--- config.mk ---
export PLATFORM = sky130hd
export DESIGN_NAME = patch_obstacle_labeler
export DESIGN_NICKNAME = d
export VERILOG_FILES = /design/src/rtl/core/pol_pkg.sv /design/src/rtl/core/patch_obstacle_labeler.sv /design/src/rtl/core/pol_cfg.sv /design/src/rtl/core/pol_accum.sv /design/src/rtl/core/pol_label.sv
export SDC_FILE = /design/constraint.sdc
export NUM_CORES = 1
export LEC_CHECK = 0
export BUFFER_PORTS_ARGS = -buffer_cell sky130_fd_sc_hd__buf_2
export CAP_MARGIN = 20
export CORE_MARGIN = 1.5
export CORE_UTILIZATION = 41
export CTS_CLUSTER_DIAMETER = 30
export DETAILED_ROUTE_END_ITERATION = 12
export PLACE_DENSITY = 0.61
export SYNTH_ARGS = -nofsm -noshare
export SYNTH_HDL_FRONTEND = slang
export SYNTH_SLANG_ARGS = --single-unit
--- constraint.sdc ---
create_clock -name clk -period 18.5 [get_ports clk]
set_input_delay 2.775 -clock clk [delete_from_list [all_inputs] [get_ports clk]]
set_output_delay 2.775 -clock clk [all_outputs]
set_load 0.01 [all_outputs]
--- src/rtl/core/pol_pkg.sv ---
// ----------------------------------------------------------------------------
// pol_pkg
// Shared types and constants for the patch obstacle labeler.
// ----------------------------------------------------------------------------
`default_nettype none

package pol_pkg;

	// Register file layout
	localparam int CFG_IDX_W  = 3;
	localparam int CFG_DATA_W = 16;

	localparam logic [CFG_IDX_W-1:0] REG_IMAGE_WIDTH     = 3'd0;
	localparam logic [CFG_IDX_W-1:0] REG_IMAGE_HEIGHT    = 3'd1;
	localparam logic [CFG_IDX_W-1:0] REG_PATCH_SIDE      = 3'd2;
	localparam logic [CFG_IDX_W-1:0] REG_RATIO_THRESHOLD = 3'd3;
	localparam logic [CFG_IDX_W-1:0] REG_RANGE_CHECK_EN  = 3'd4;
	localparam logic [CFG_IDX_W-1:0] REG_RANGE_LIMIT     = 3'd5;

	// Field widths
	localparam int DIM_W   = 13;
	localparam int SIDE_W  = 7;
	localparam int SQ_W    = 2 * SIDE_W;
	localparam int THR_W   = 16;
	localparam int PROD_W  = THR_W + SQ_W;
	localparam int DEPTH_W = 16;
	localparam int OV_W    = 8;
	localparam int COORD_W = 12;
	localparam int SUM_W   = 20;

	localparam logic [SUM_W-1:0]   SUM_MAX    = '1;
	localparam logic [DEPTH_W-1:0] DEPTH_NONE = '1;

	// Reset values of the registers
	localparam logic [DIM_W-1:0]   RST_IMAGE_WIDTH  = 13'd640;
	localparam logic [DIM_W-1:0]   RST_IMAGE_HEIGHT = 13'd480;
	localparam logic [SIDE_W-1:0]  RST_PATCH_SIDE   = 7'd16;
	localparam logic [THR_W-1:0]   RST_RATIO_THR    = 16'd128;
	localparam logic [DEPTH_W-1:0] RST_RANGE_LIMIT  = 16'hFFFF;

	// Live configuration, with the threshold product precomputed
	typedef struct packed {
		logic [DIM_W-1:0]   image_width;
		logic [DIM_W-1:0]   image_height;
		logic [SIDE_W-1:0]  side;
		logic [PROD_W-1:0]  thr_prod;
		logic               range_en;
		logic [DEPTH_W-1:0] range_limit;
	} cfg_t;

	// Finished patch totals handed to the labeling stage
	typedef struct packed {
		logic [SUM_W-1:0]   sum;
		logic [DEPTH_W-1:0] min_obs;
		logic [DEPTH_W-1:0] min_any;
		logic [COORD_W-1:0] cx;
		logic [COORD_W-1:0] cy;
	} totals_t;

endpackage

`default_nettype wire

--- src/rtl/core/patch_obstacle_labeler.sv ---
// ----------------------------------------------------------------------------
// patch_obstacle_labeler
// Labels a square image patch from a stream of its pixels, one pixel per
// transaction on the input channel (valid/ready). The pixel flagged last
// closes the patch and produces one transaction on the output channel
// carrying the obstacle label, the nearest obstacle depth and a valid flag.
// Throughput is one pixel per cycle. A result passes through the input
// register, holding stage and output register before it is offered.
// Pixels that do not close a patch always drain into the accumulators;
// a closing pixel waits only while both the holding stage and the output
// register are full, so the input stalls only when the receiver holds off
// two pending results. Configuration writes on the cfg port take effect
// once the threshold product register has caught up. Reset clears the
// pipeline and accumulators and loads the register defaults; no clearing
// pass is needed.
// ----------------------------------------------------------------------------
`default_nettype none

module patch_obstacle_labeler import pol_pkg::*; #(
	parameter int MAX_PATCH_SIDE = 64
) (
	input  wire logic                  clk,
	input  wire logic                  arst_n,
	input  wire logic                  cfg_we,
	input  wire logic [CFG_IDX_W-1:0]  cfg_index,
	input  wire logic [CFG_DATA_W-1:0] cfg_data,
	input  wire logic                  in_valid,
	output logic                       in_ready,
	input  wire logic [OV_W-1:0]       obstacle_value,
	input  wire logic [DEPTH_W-1:0]    pixel_distance,
	input  wire logic [COORD_W-1:0]    center_x,
	input  wire logic [COORD_W-1:0]    center_y,
	input  wire logic                  last_pixel,
	output logic                       out_valid,
	input  wire logic                  out_ready,
	output logic                       obstacle_label,
	output logic [DEPTH_W-1:0]         obstacle_distance,
	output logic                       patch_valid
);

	cfg_t    cfg;
	totals_t tot;
	logic    tot_valid;
	logic    tot_ready;

	pol_cfg #(
		.MAX_PATCH_SIDE(MAX_PATCH_SIDE)
	) u_cfg (
		.clk       (clk),
		.arst_n    (arst_n),
		.cfg_we    (cfg_we),
		.cfg_index (cfg_index),
		.cfg_data  (cfg_data),
		.cfg       (cfg)
	);

	pol_accum u_accum (
		.clk            (clk),
		.arst_n         (arst_n),
		.in_valid       (in_valid),
		.in_ready       (in_ready),
		.obstacle_value (obstacle_value),
		.pixel_distance (pixel_distance),
		.center_x       (center_x),
		.center_y       (center_y),
		.last_pixel     (last_pixel),
		.tot_valid      (tot_valid),
		.tot_ready      (tot_ready),
		.tot            (tot)
	);

	pol_label u_label (
		.clk               (clk),
		.arst_n            (arst_n),
		.cfg               (cfg),
		.tot_valid         (tot_valid),
		.tot_ready         (tot_ready),
		.tot               (tot),
		.out_valid         (out_valid),
		.out_ready         (out_ready),
		.obstacle_label    (obstacle_label),
		.obstacle_distance (obstacle_distance),
		.patch_valid       (patch_valid)
	);

endmodule

`default_nettype wire

--- src/rtl/core/pol_cfg.sv ---
// ----------------------------------------------------------------------------
// pol_cfg
// Configuration registers; keeps side squared and the obstacle threshold
// product in registers so the labeling stage needs only a compare.
// ----------------------------------------------------------------------------
`default_nettype none

module pol_cfg import pol_pkg::*; #(
	parameter int MAX_PATCH_SIDE = 64
) (
	input  wire logic                  clk,
	input  wire logic                  arst_n,
	input  wire logic                  cfg_we,
	input  wire logic [CFG_IDX_W-1:0]  cfg_index,
	input  wire logic [CFG_DATA_W-1:0] cfg_data,
	output cfg_t                       cfg
);

	localparam int SIDE_CAP = (MAX_PATCH_SIDE > 127) ? 127 : MAX_PATCH_SIDE;
	localparam logic [SIDE_W-1:0] SIDE_CAP_W = SIDE_CAP[SIDE_W-1:0];

	logic [DIM_W-1:0]   image_width_q;
	logic [DIM_W-1:0]   image_height_q;
	logic [SIDE_W-1:0]  side_q;
	logic [THR_W-1:0]   ratio_thr_q;
	logic               range_en_q;
	logic [DEPTH_W-1:0] range_limit_q;
	logic [SQ_W-1:0]    side_sq_q;
	logic [PROD_W-1:0]  thr_prod_q;
	logic [SIDE_W-1:0]  side_wr;

	// Clamp the written side to the supported maximum
	always_comb begin
		side_wr = cfg_data[SIDE_W-1:0];
		if (side_wr > SIDE_CAP_W) begin
			side_wr = SIDE_CAP_W;
		end
	end

	// Register writes
	always_ff @(posedge clk or negedge arst_n) begin
		if (!arst_n) begin
			image_width_q  <= RST_IMAGE_WIDTH;
			image_height_q <= RST_IMAGE_HEIGHT;
			side_q         <= RST_PATCH_SIDE;
			ratio_thr_q    <= RST_RATIO_THR;
			range_en_q     <= 1'b0;
			range_limit_q  <= RST_RANGE_LIMIT;
		end else if (cfg_we) begin
			unique case (cfg_index)
				REG_IMAGE_WIDTH:     image_width_q  <= cfg_data[DIM_W-1:0];
				REG_IMAGE_HEIGHT:    image_height_q <= cfg_data[DIM_W-1:0];
				REG_PATCH_SIDE:      side_q         <= side_wr;
				REG_RATIO_THRESHOLD: ratio_thr_q    <= cfg_data[THR_W-1:0];
				REG_RANGE_CHECK_EN:  range_en_q     <= cfg_data[0];
				REG_RANGE_LIMIT:     range_limit_q  <= cfg_data[DEPTH_W-1:0];
				default: begin
				end
			endcase
		end
	end

	// Derived products, one multiply per register
	always_ff @(posedge clk or negedge arst_n) begin
		if (!arst_n) begin
			side_sq_q  <= SQ_W'(RST_PATCH_SIDE) * SQ_W'(RST_PATCH_SIDE);
			thr_prod_q <= PROD_W'(RST_RATIO_THR) * PROD_W'(SQ_W'(RST_PATCH_SIDE)
				* SQ_W'(RST_PATCH_SIDE));
		end else begin
			side_sq_q  <= SQ_W'(side_q) * SQ_W'(side_q);
			thr_prod_q <= PROD_W'(ratio_thr_q) * PROD_W'(side_sq_q);
		end
	end

	assign cfg.image_width  = image_width_q;
	assign cfg.image_height = image_height_q;
	assign cfg.side         = side_q;
	assign cfg.thr_prod     = thr_prod_q;
	assign cfg.range_en     = range_en_q;
	assign cfg.range_limit  = range_limit_q;

endmodule

`default_nettype wire

--- src/rtl/core/pol_accum.sv ---
// ----------------------------------------------------------------------------
// pol_accum
// Input register and patch accumulators: obstacle sum and the two minimum
// depths. On the last pixel the totals move to a holding stage and the
// accumulators clear for the next patch.
// ----------------------------------------------------------------------------
`default_nettype none

module pol_accum import pol_pkg::*; (
	input  wire logic               clk,
	input  wire logic               arst_n,
	input  wire logic               in_valid,
	output logic                    in_ready,
	input  wire logic [OV_W-1:0]    obstacle_value,
	input  wire logic [DEPTH_W-1:0] pixel_distance,
	input  wire logic [COORD_W-1:0] center_x,
	input  wire logic [COORD_W-1:0] center_y,
	input  wire logic               last_pixel,
	output logic                    tot_valid,
	input  wire logic               tot_ready,
	output totals_t                 tot
);

	logic               v_s1;
	logic [OV_W-1:0]    ov_s1;
	logic [DEPTH_W-1:0] dist_s1;
	logic [COORD_W-1:0] cx_s1;
	logic [COORD_W-1:0] cy_s1;
	logic               last_s1;

	logic [SUM_W-1:0]   sum_q;
	logic [DEPTH_W-1:0] min_obs_q;
	logic [DEPTH_W-1:0] min_any_q;

	logic               v_s2;
	totals_t            tot_s2;

	logic               en2;
	logic               adv1;
	logic               take;
	logic [SUM_W:0]     sum_wide;
	logic [SUM_W-1:0]   sum_nx;
	logic [DEPTH_W-1:0] min_obs_nx;
	logic [DEPTH_W-1:0] min_any_nx;

	// Flow control: non-last pixels always drain into the accumulators
	assign en2      = !v_s2 || tot_ready;
	assign adv1     = !v_s1 || !last_s1 || en2;
	assign take     = v_s1 && adv1;
	assign in_ready = adv1;

	// Accumulator update including the current pixel
	always_comb begin
		sum_wide   = {1'b0, sum_q} + (SUM_W+1)'(ov_s1);
		sum_nx     = sum_wide[SUM_W] ? SUM_MAX : sum_wide[SUM_W-1:0];
		min_obs_nx = min_obs_q;
		if (ov_s1 != '0 && dist_s1 < min_obs_q) begin
			min_obs_nx = dist_s1;
		end
		min_any_nx = (dist_s1 < min_any_q) ? dist_s1 : min_any_q;
	end

	// Input register
	always_ff @(posedge clk or negedge arst_n) begin
		if (!arst_n) begin
			v_s1 <= 1'b0;
		end else if (adv1) begin
			v_s1 <= in_valid;
		end
	end

	always_ff @(posedge clk) begin
		if (in_valid && adv1) begin
			ov_s1   <= obstacle_value;
			dist_s1 <= pixel_distance;
			cx_s1   <= center_x;
			cy_s1   <= center_y;
			last_s1 <= last_pixel;
		end
	end

	// Accumulators: update per pixel, clear after the last one
	always_ff @(posedge clk or negedge arst_n) begin
		if (!arst_n) begin
			sum_q     <= '0;
			min_obs_q <= DEPTH_NONE;
			min_any_q <= DEPTH_NONE;
		end else if (take) begin
			if (last_s1) begin
				sum_q     <= '0;
				min_obs_q <= DEPTH_NONE;
				min_any_q <= DEPTH_NONE;
			end else begin
				sum_q     <= sum_nx;
				min_obs_q <= min_obs_nx;
				min_any_q <= min_any_nx;
			end
		end
	end

	// Holding stage for finished totals
	always_ff @(posedge clk or negedge arst_n) begin
		if (!arst_n) begin
			v_s2 <= 1'b0;
		end else if (en2) begin
			v_s2 <= v_s1 && last_s1;
		end
	end

	always_ff @(posedge clk) begin
		if (take && last_s1) begin
			tot_s2.sum     <= sum_nx;
			tot_s2.min_obs <= min_obs_nx;
			tot_s2.min_any <= min_any_nx;
			tot_s2.cx      <= cx_s1;
			tot_s2.cy      <= cy_s1;
		end
	end

	assign tot_valid = v_s2;
	assign tot       = tot_s2;

endmodule

`default_nettype wire

--- src/rtl/core/pol_label.sv ---
// ----------------------------------------------------------------------------
// pol_label
// Labeling stage: bounds check, obstacle ratio compare and range check,
// into the output register.
// ----------------------------------------------------------------------------
`default_nettype none

module pol_label import pol_pkg::*; (
	input  wire logic                clk,
	input  wire logic                arst_n,
	input  cfg_t                     cfg,
	input  wire logic                tot_valid,
	output logic                     tot_ready,
	input  totals_t                  tot,
	output logic                     out_valid,
	input  wire logic                out_ready,
	output logic                     obstacle_label,
	output logic [DEPTH_W-1:0]       obstacle_distance,
	output logic                     patch_valid
);

	localparam int DBL_W = DIM_W + 1;

	logic               out_valid_q;
	logic               label_q;
	logic [DEPTH_W-1:0] dist_q;
	logic               pvalid_q;

	logic               en3;
	logic [DBL_W-1:0]   dx;
	logic [DBL_W-1:0]   dy;
	logic [DBL_W-1:0]   side_w;
	logic               in_bounds;
	logic               ratio_hit;
	logic               range_bad;
	logic               label_nx;
	logic [DEPTH_W-1:0] dist_nx;
	logic               pvalid_nx;

	assign en3       = !out_valid_q || out_ready;
	assign tot_ready = en3;

	// Compare doubled centre coordinates against the patch side
	always_comb begin
		dx     = DBL_W'({tot.cx, 1'b0});
		dy     = DBL_W'({tot.cy, 1'b0});
		side_w = DBL_W'(cfg.side);
		in_bounds = (dx + side_w <= {cfg.image_width, 1'b0}) && (dx >= side_w) &&
			(dy + side_w <= {cfg.image_height, 1'b0}) && (dy >= side_w);
		ratio_hit = {2'b00, tot.sum, 8'h00} > cfg.thr_prod;
		range_bad = cfg.range_en && ((tot.min_any > cfg.range_limit) ||
			(ratio_hit && tot.min_obs > cfg.range_limit));
		if (in_bounds) begin
			label_nx  = ratio_hit;
			dist_nx   = tot.min_obs;
			pvalid_nx = !range_bad;
		end else begin
			label_nx  = 1'b1;
			dist_nx   = DEPTH_NONE;
			pvalid_nx = 1'b0;
		end
	end

	// Output register, hold while the receiver stalls
	always_ff @(posedge clk or negedge arst_n) begin
		if (!arst_n) begin
			out_valid_q <= 1'b0;
		end else if (en3) begin
			out_valid_q <= tot_valid;
		end
	end

	always_ff @(posedge clk) begin
		if (tot_valid && en3) begin
			label_q  <= label_nx;
			dist_q   <= dist_nx;
			pvalid_q <= pvalid_nx;
		end
	end

	assign out_valid         = out_valid_q;
	assign obstacle_label    = label_q;
	assign obstacle_distance = dist_q;
	assign patch_valid       = pvalid_q;

endmodule

`default_nettype wire

==> results.py <==
metrics = {
    "clocking": {
        "cts_tree": "done",
        "cts_setup_buffers": 0,
        "numCtsBuffers": 69,
        "clockRootBuffer": "clkbuf_16",
        "cts.sinks": 307,
        "clk_latency_ps": 600,
        "htree_levels": 3,
        "clkTransAtPathRegs_ps": 50,
        "cts.hold.buffers_added": 0,
        "cts_resized": 0,
        "clockBufferDepth": 3,
    },
    "sta": {
        "drv_slew": 0,
        "skew_ps": 23.0,
        "rsz0062_at_grt": "false",
        "finalWorstSetupSlack_ps": 11940,
        "tightestPinTransition_ps": 991,
        "fin_hold_ws_ps": 411,
        "min_period_ps": 6560,
        "setup_viol": 0,
        "hold_viol": 0,
        "relSlewSlack": 0.333,
        "period_share": 0.355,
        "max_freq_mhz": 152,
        "finalSetupTns_ps": 0,
    },
    "synthesis": {
        "netlist_area_um2": 23000,
        "synth-seq-cells": 307,
        "syn_area_per_cell_um2": 11.0,
        "yosysWarnings": 0,
        "async_reset_ff_frac": 0.534,
        "ys_seq_area_frac": 0.368,
        "ys_types": 77,
        "synthCells": 2098,
        "synth-edff-count": 143,
        "synthFlopType": "edfxtp_1",
    },
    "die": {
        "coreArea_um2": 55300,
        "io_pins": 93,
        "start_util": 0.416,
        "die_y_um": 240,
        "rows": 86,
        "die_area_um2": 57600,
        "die_x_um": 240,
    },
    "outcome": {
        "status": "finished clean",
    },
    "power_and_ir_drop": {
        "p_sw_w": 0.00206,
        "p_comb_frac": 0.546,
        "peakVddDrop_mv": 0.251,
        "sequentialPowerShare": 0.209,
        "p_leak_nw": 12.5,
        "total_power_w": 0.00492,
        "p_int_w": 0.00286,
        "power-per-cell-area_nw_per_um2": 185,
        "switching_share": 0.419,
        "pwr-share-clk": 0.245,
    },
    "critical_path": {
        "cp.required_ps": 15730,
        "end_kind": "output pin",
        "max_stage_delay_ps": 310,
        "critPathKind": "primary input to output pin",
        "critPathBufInv": 3,
        "path_common_cell": "buf_2",
        "critPathTopFamily": "simple AND/OR/NAND/NOR gates",
        "start_kind": "primary input",
        "cp_slowest_cell": "or2_2",
        "cp.arrival_ps": 3790,
        "cp_max_fo": 4,
        "path_cells": "buf_2 > nand2b_1 > or2_2 > nor2_1 > inv_1 > buf_2",
    },
    "cells_and_area": {
        "seqCellArea_um2": 8470,
        "syn_to_final_growth_pct": 15.6,
        "insertedDiodeCount": 0,
        "drive_above_1_share": 0.169,
        "layout_common_cells": "inv_1, ha_1, nand2_1",
        "nets": 2723,
        "multi_input_area_um2": 13300,
        "layout_commonest_cell": "inv_1",
        "n_fill_cell": 5091,
    },
    "hold_path": {
        "min_path_type": "flip-flop to flip-flop",
    },
    "global_routing": {
        "grt_overflow": 0,
        "grt_first_pass_wirelength_um": 85800,
        "grt_pass1_vias": 16853,
        "grt_start_max_net_pins": 102,
        "antenna_found_initial": 2,
        "gr-usage-all-layers": 0.188,
    },
    "place": {
        "pre_cts_slack_ps": 11940,
        "hpwl_um": 39600,
        "io_buffers": 92,
        "place.gp.congestion": 0.850,
    },
    "route": {
        "drt_iter0_drc": 844,
        "ant_nets": 0,
        "vias": 15773,
        "route.detailed.drc": 0,
        "wire_per_inst_um": 17.1,
        "drt_wl_total_um": 51600,
        "vias_per_cell": 5.23,
        "firstDrtPassIters": 5,
    },
    "flow_run": {
        "drv_cap": 0,
    },
}
## through the flow
| step | util | instances | cell area (um^2) |
|---|---|---|---|
| after floorplan | - | 2101 | 23000 |
| after global placement | 0.438 | 2889 | 24200 |
| after detailed placement | 0.438 | 2889 | 24200 |
| after CTS | 0.481 | 3017 | 26600 |
| after global routing | 0.481 | 3018 | 26600 |
| final | 0.481 | 3018 | 26600 |
## worst register-to-register path, stage by stage (launching register included)
cell     delay (ps)
dfrtp_1         680
nand2_1         160
fa_1            570
inv_1            50
fa_1            470
fa_1            520
fa_1            520
fa_1            550
inv_1            60
fa_1            530
inv_1            40
ha_1            370
a21o_1          210
a21o_1          170
a221o_1         370
o21ai_0         270
or3b_1          400
a21oi_1         180
xnor2_1         130
## power groups by stage
stage | clock network [W] | registers (W) | logic (W)
2_1_floorplan | 0 | 0.000959 | 0.00215
3_3_place_gp | 0 | 0.00103 | 0.00265
3_5_place_dp | 0 | 0.00104 | 0.00270
4_1_cts | 0.00122 | 0.00103 | 0.00274
5_1_grt | 0.00126 | 0.00105 | 0.00309
6_report | 0.00120 | 0.00103 | 0.00269
## kinds of logic after synthesis
logic type	synth area share
fa+ha+maj	0.293
mux	0.0347
compound gates	0.104
xor+xnor	0.0251
buf+inv	0.0566
other cells	0.000163
flops	0.368
simple gates	0.119
## sequential cells by signal, summed over array words and instances (netlist names), 7 cells and up
register and count:
u_accum.tot 76, u_cfg.thr_prod_q 30, u_accum.sum_q 20, u_accum.dist_s1 16, u_accum.min_any_q 16, u_accum.min_obs_q 16, u_cfg.range_limit_q 16, u_cfg.ratio_thr_q 16
u_label.obstacle_distance 16, u_cfg.image_height_q 13, u_cfg.image_width_q 13, u_cfg.side_sq_q 13, u_accum.cx_s1 12, u_accum.cy_s1 12, u_accum.ov_s1 8, u_cfg.side_q 7
## cells in the mapped netlist (22+ instances only)
master	instances	area [um^2]
and2_1	113	707
inv_1	272	1020
dfstp_2	58	1520
nand2_1	183	687
a21o_1	47	353
mux2_2	70	788
clkbuf_1	49	184
fa_1	170	3400
nand3_1	22	110
xnor2_1	53	464
nand4_1	22	138
dfrtp_1	106	2650
a21oi_1	87	435
edfxtp_1	143	4290
ha_1	267	3340
nor2_1	61	229
nor3_1	23	115
o21ai_0	83	415
## layer usage
layer,part of all wire,wire length [um],track usage
met5,0.00050,26,0
met3,0.035,1830,0.0293
met2,0.50,25700,0.324
met4,0.029,1510,0.0717
met1,0.44,22500,0.238
## worst paths after layout
kind                       slack, ps                       to           startpoint  cells past startpoint
min                              410           u_accum.tot[4]     u_accum.cy_s1[4]                      0
max in group asynchronous      14700      u_cfg.thr_prod_q[8]               arst_n                      2
min reg2reg                      410           u_accum.tot[4]     u_accum.cy_s1[4]                      0
min in group asynchronous       2310  u_cfg.image_width_q[10]               arst_n                      1
max reg2reg                    12180     u_cfg.thr_prod_q[29]  u_cfg.side_sq_q[10]                     18
max                            11940                 in_ready            out_ready                      6
## area by class of cell
cell class,instances,share of cell area
inverter,272,0.0384
timing repair buffer,102,0.0206
multi-input combinational,1461,0.499
clock inverter,41,0.0165
clock buffer,87,0.0717
sequential,307,0.318
tap,748,0.0352
Power figures use the tool's default switching activity.
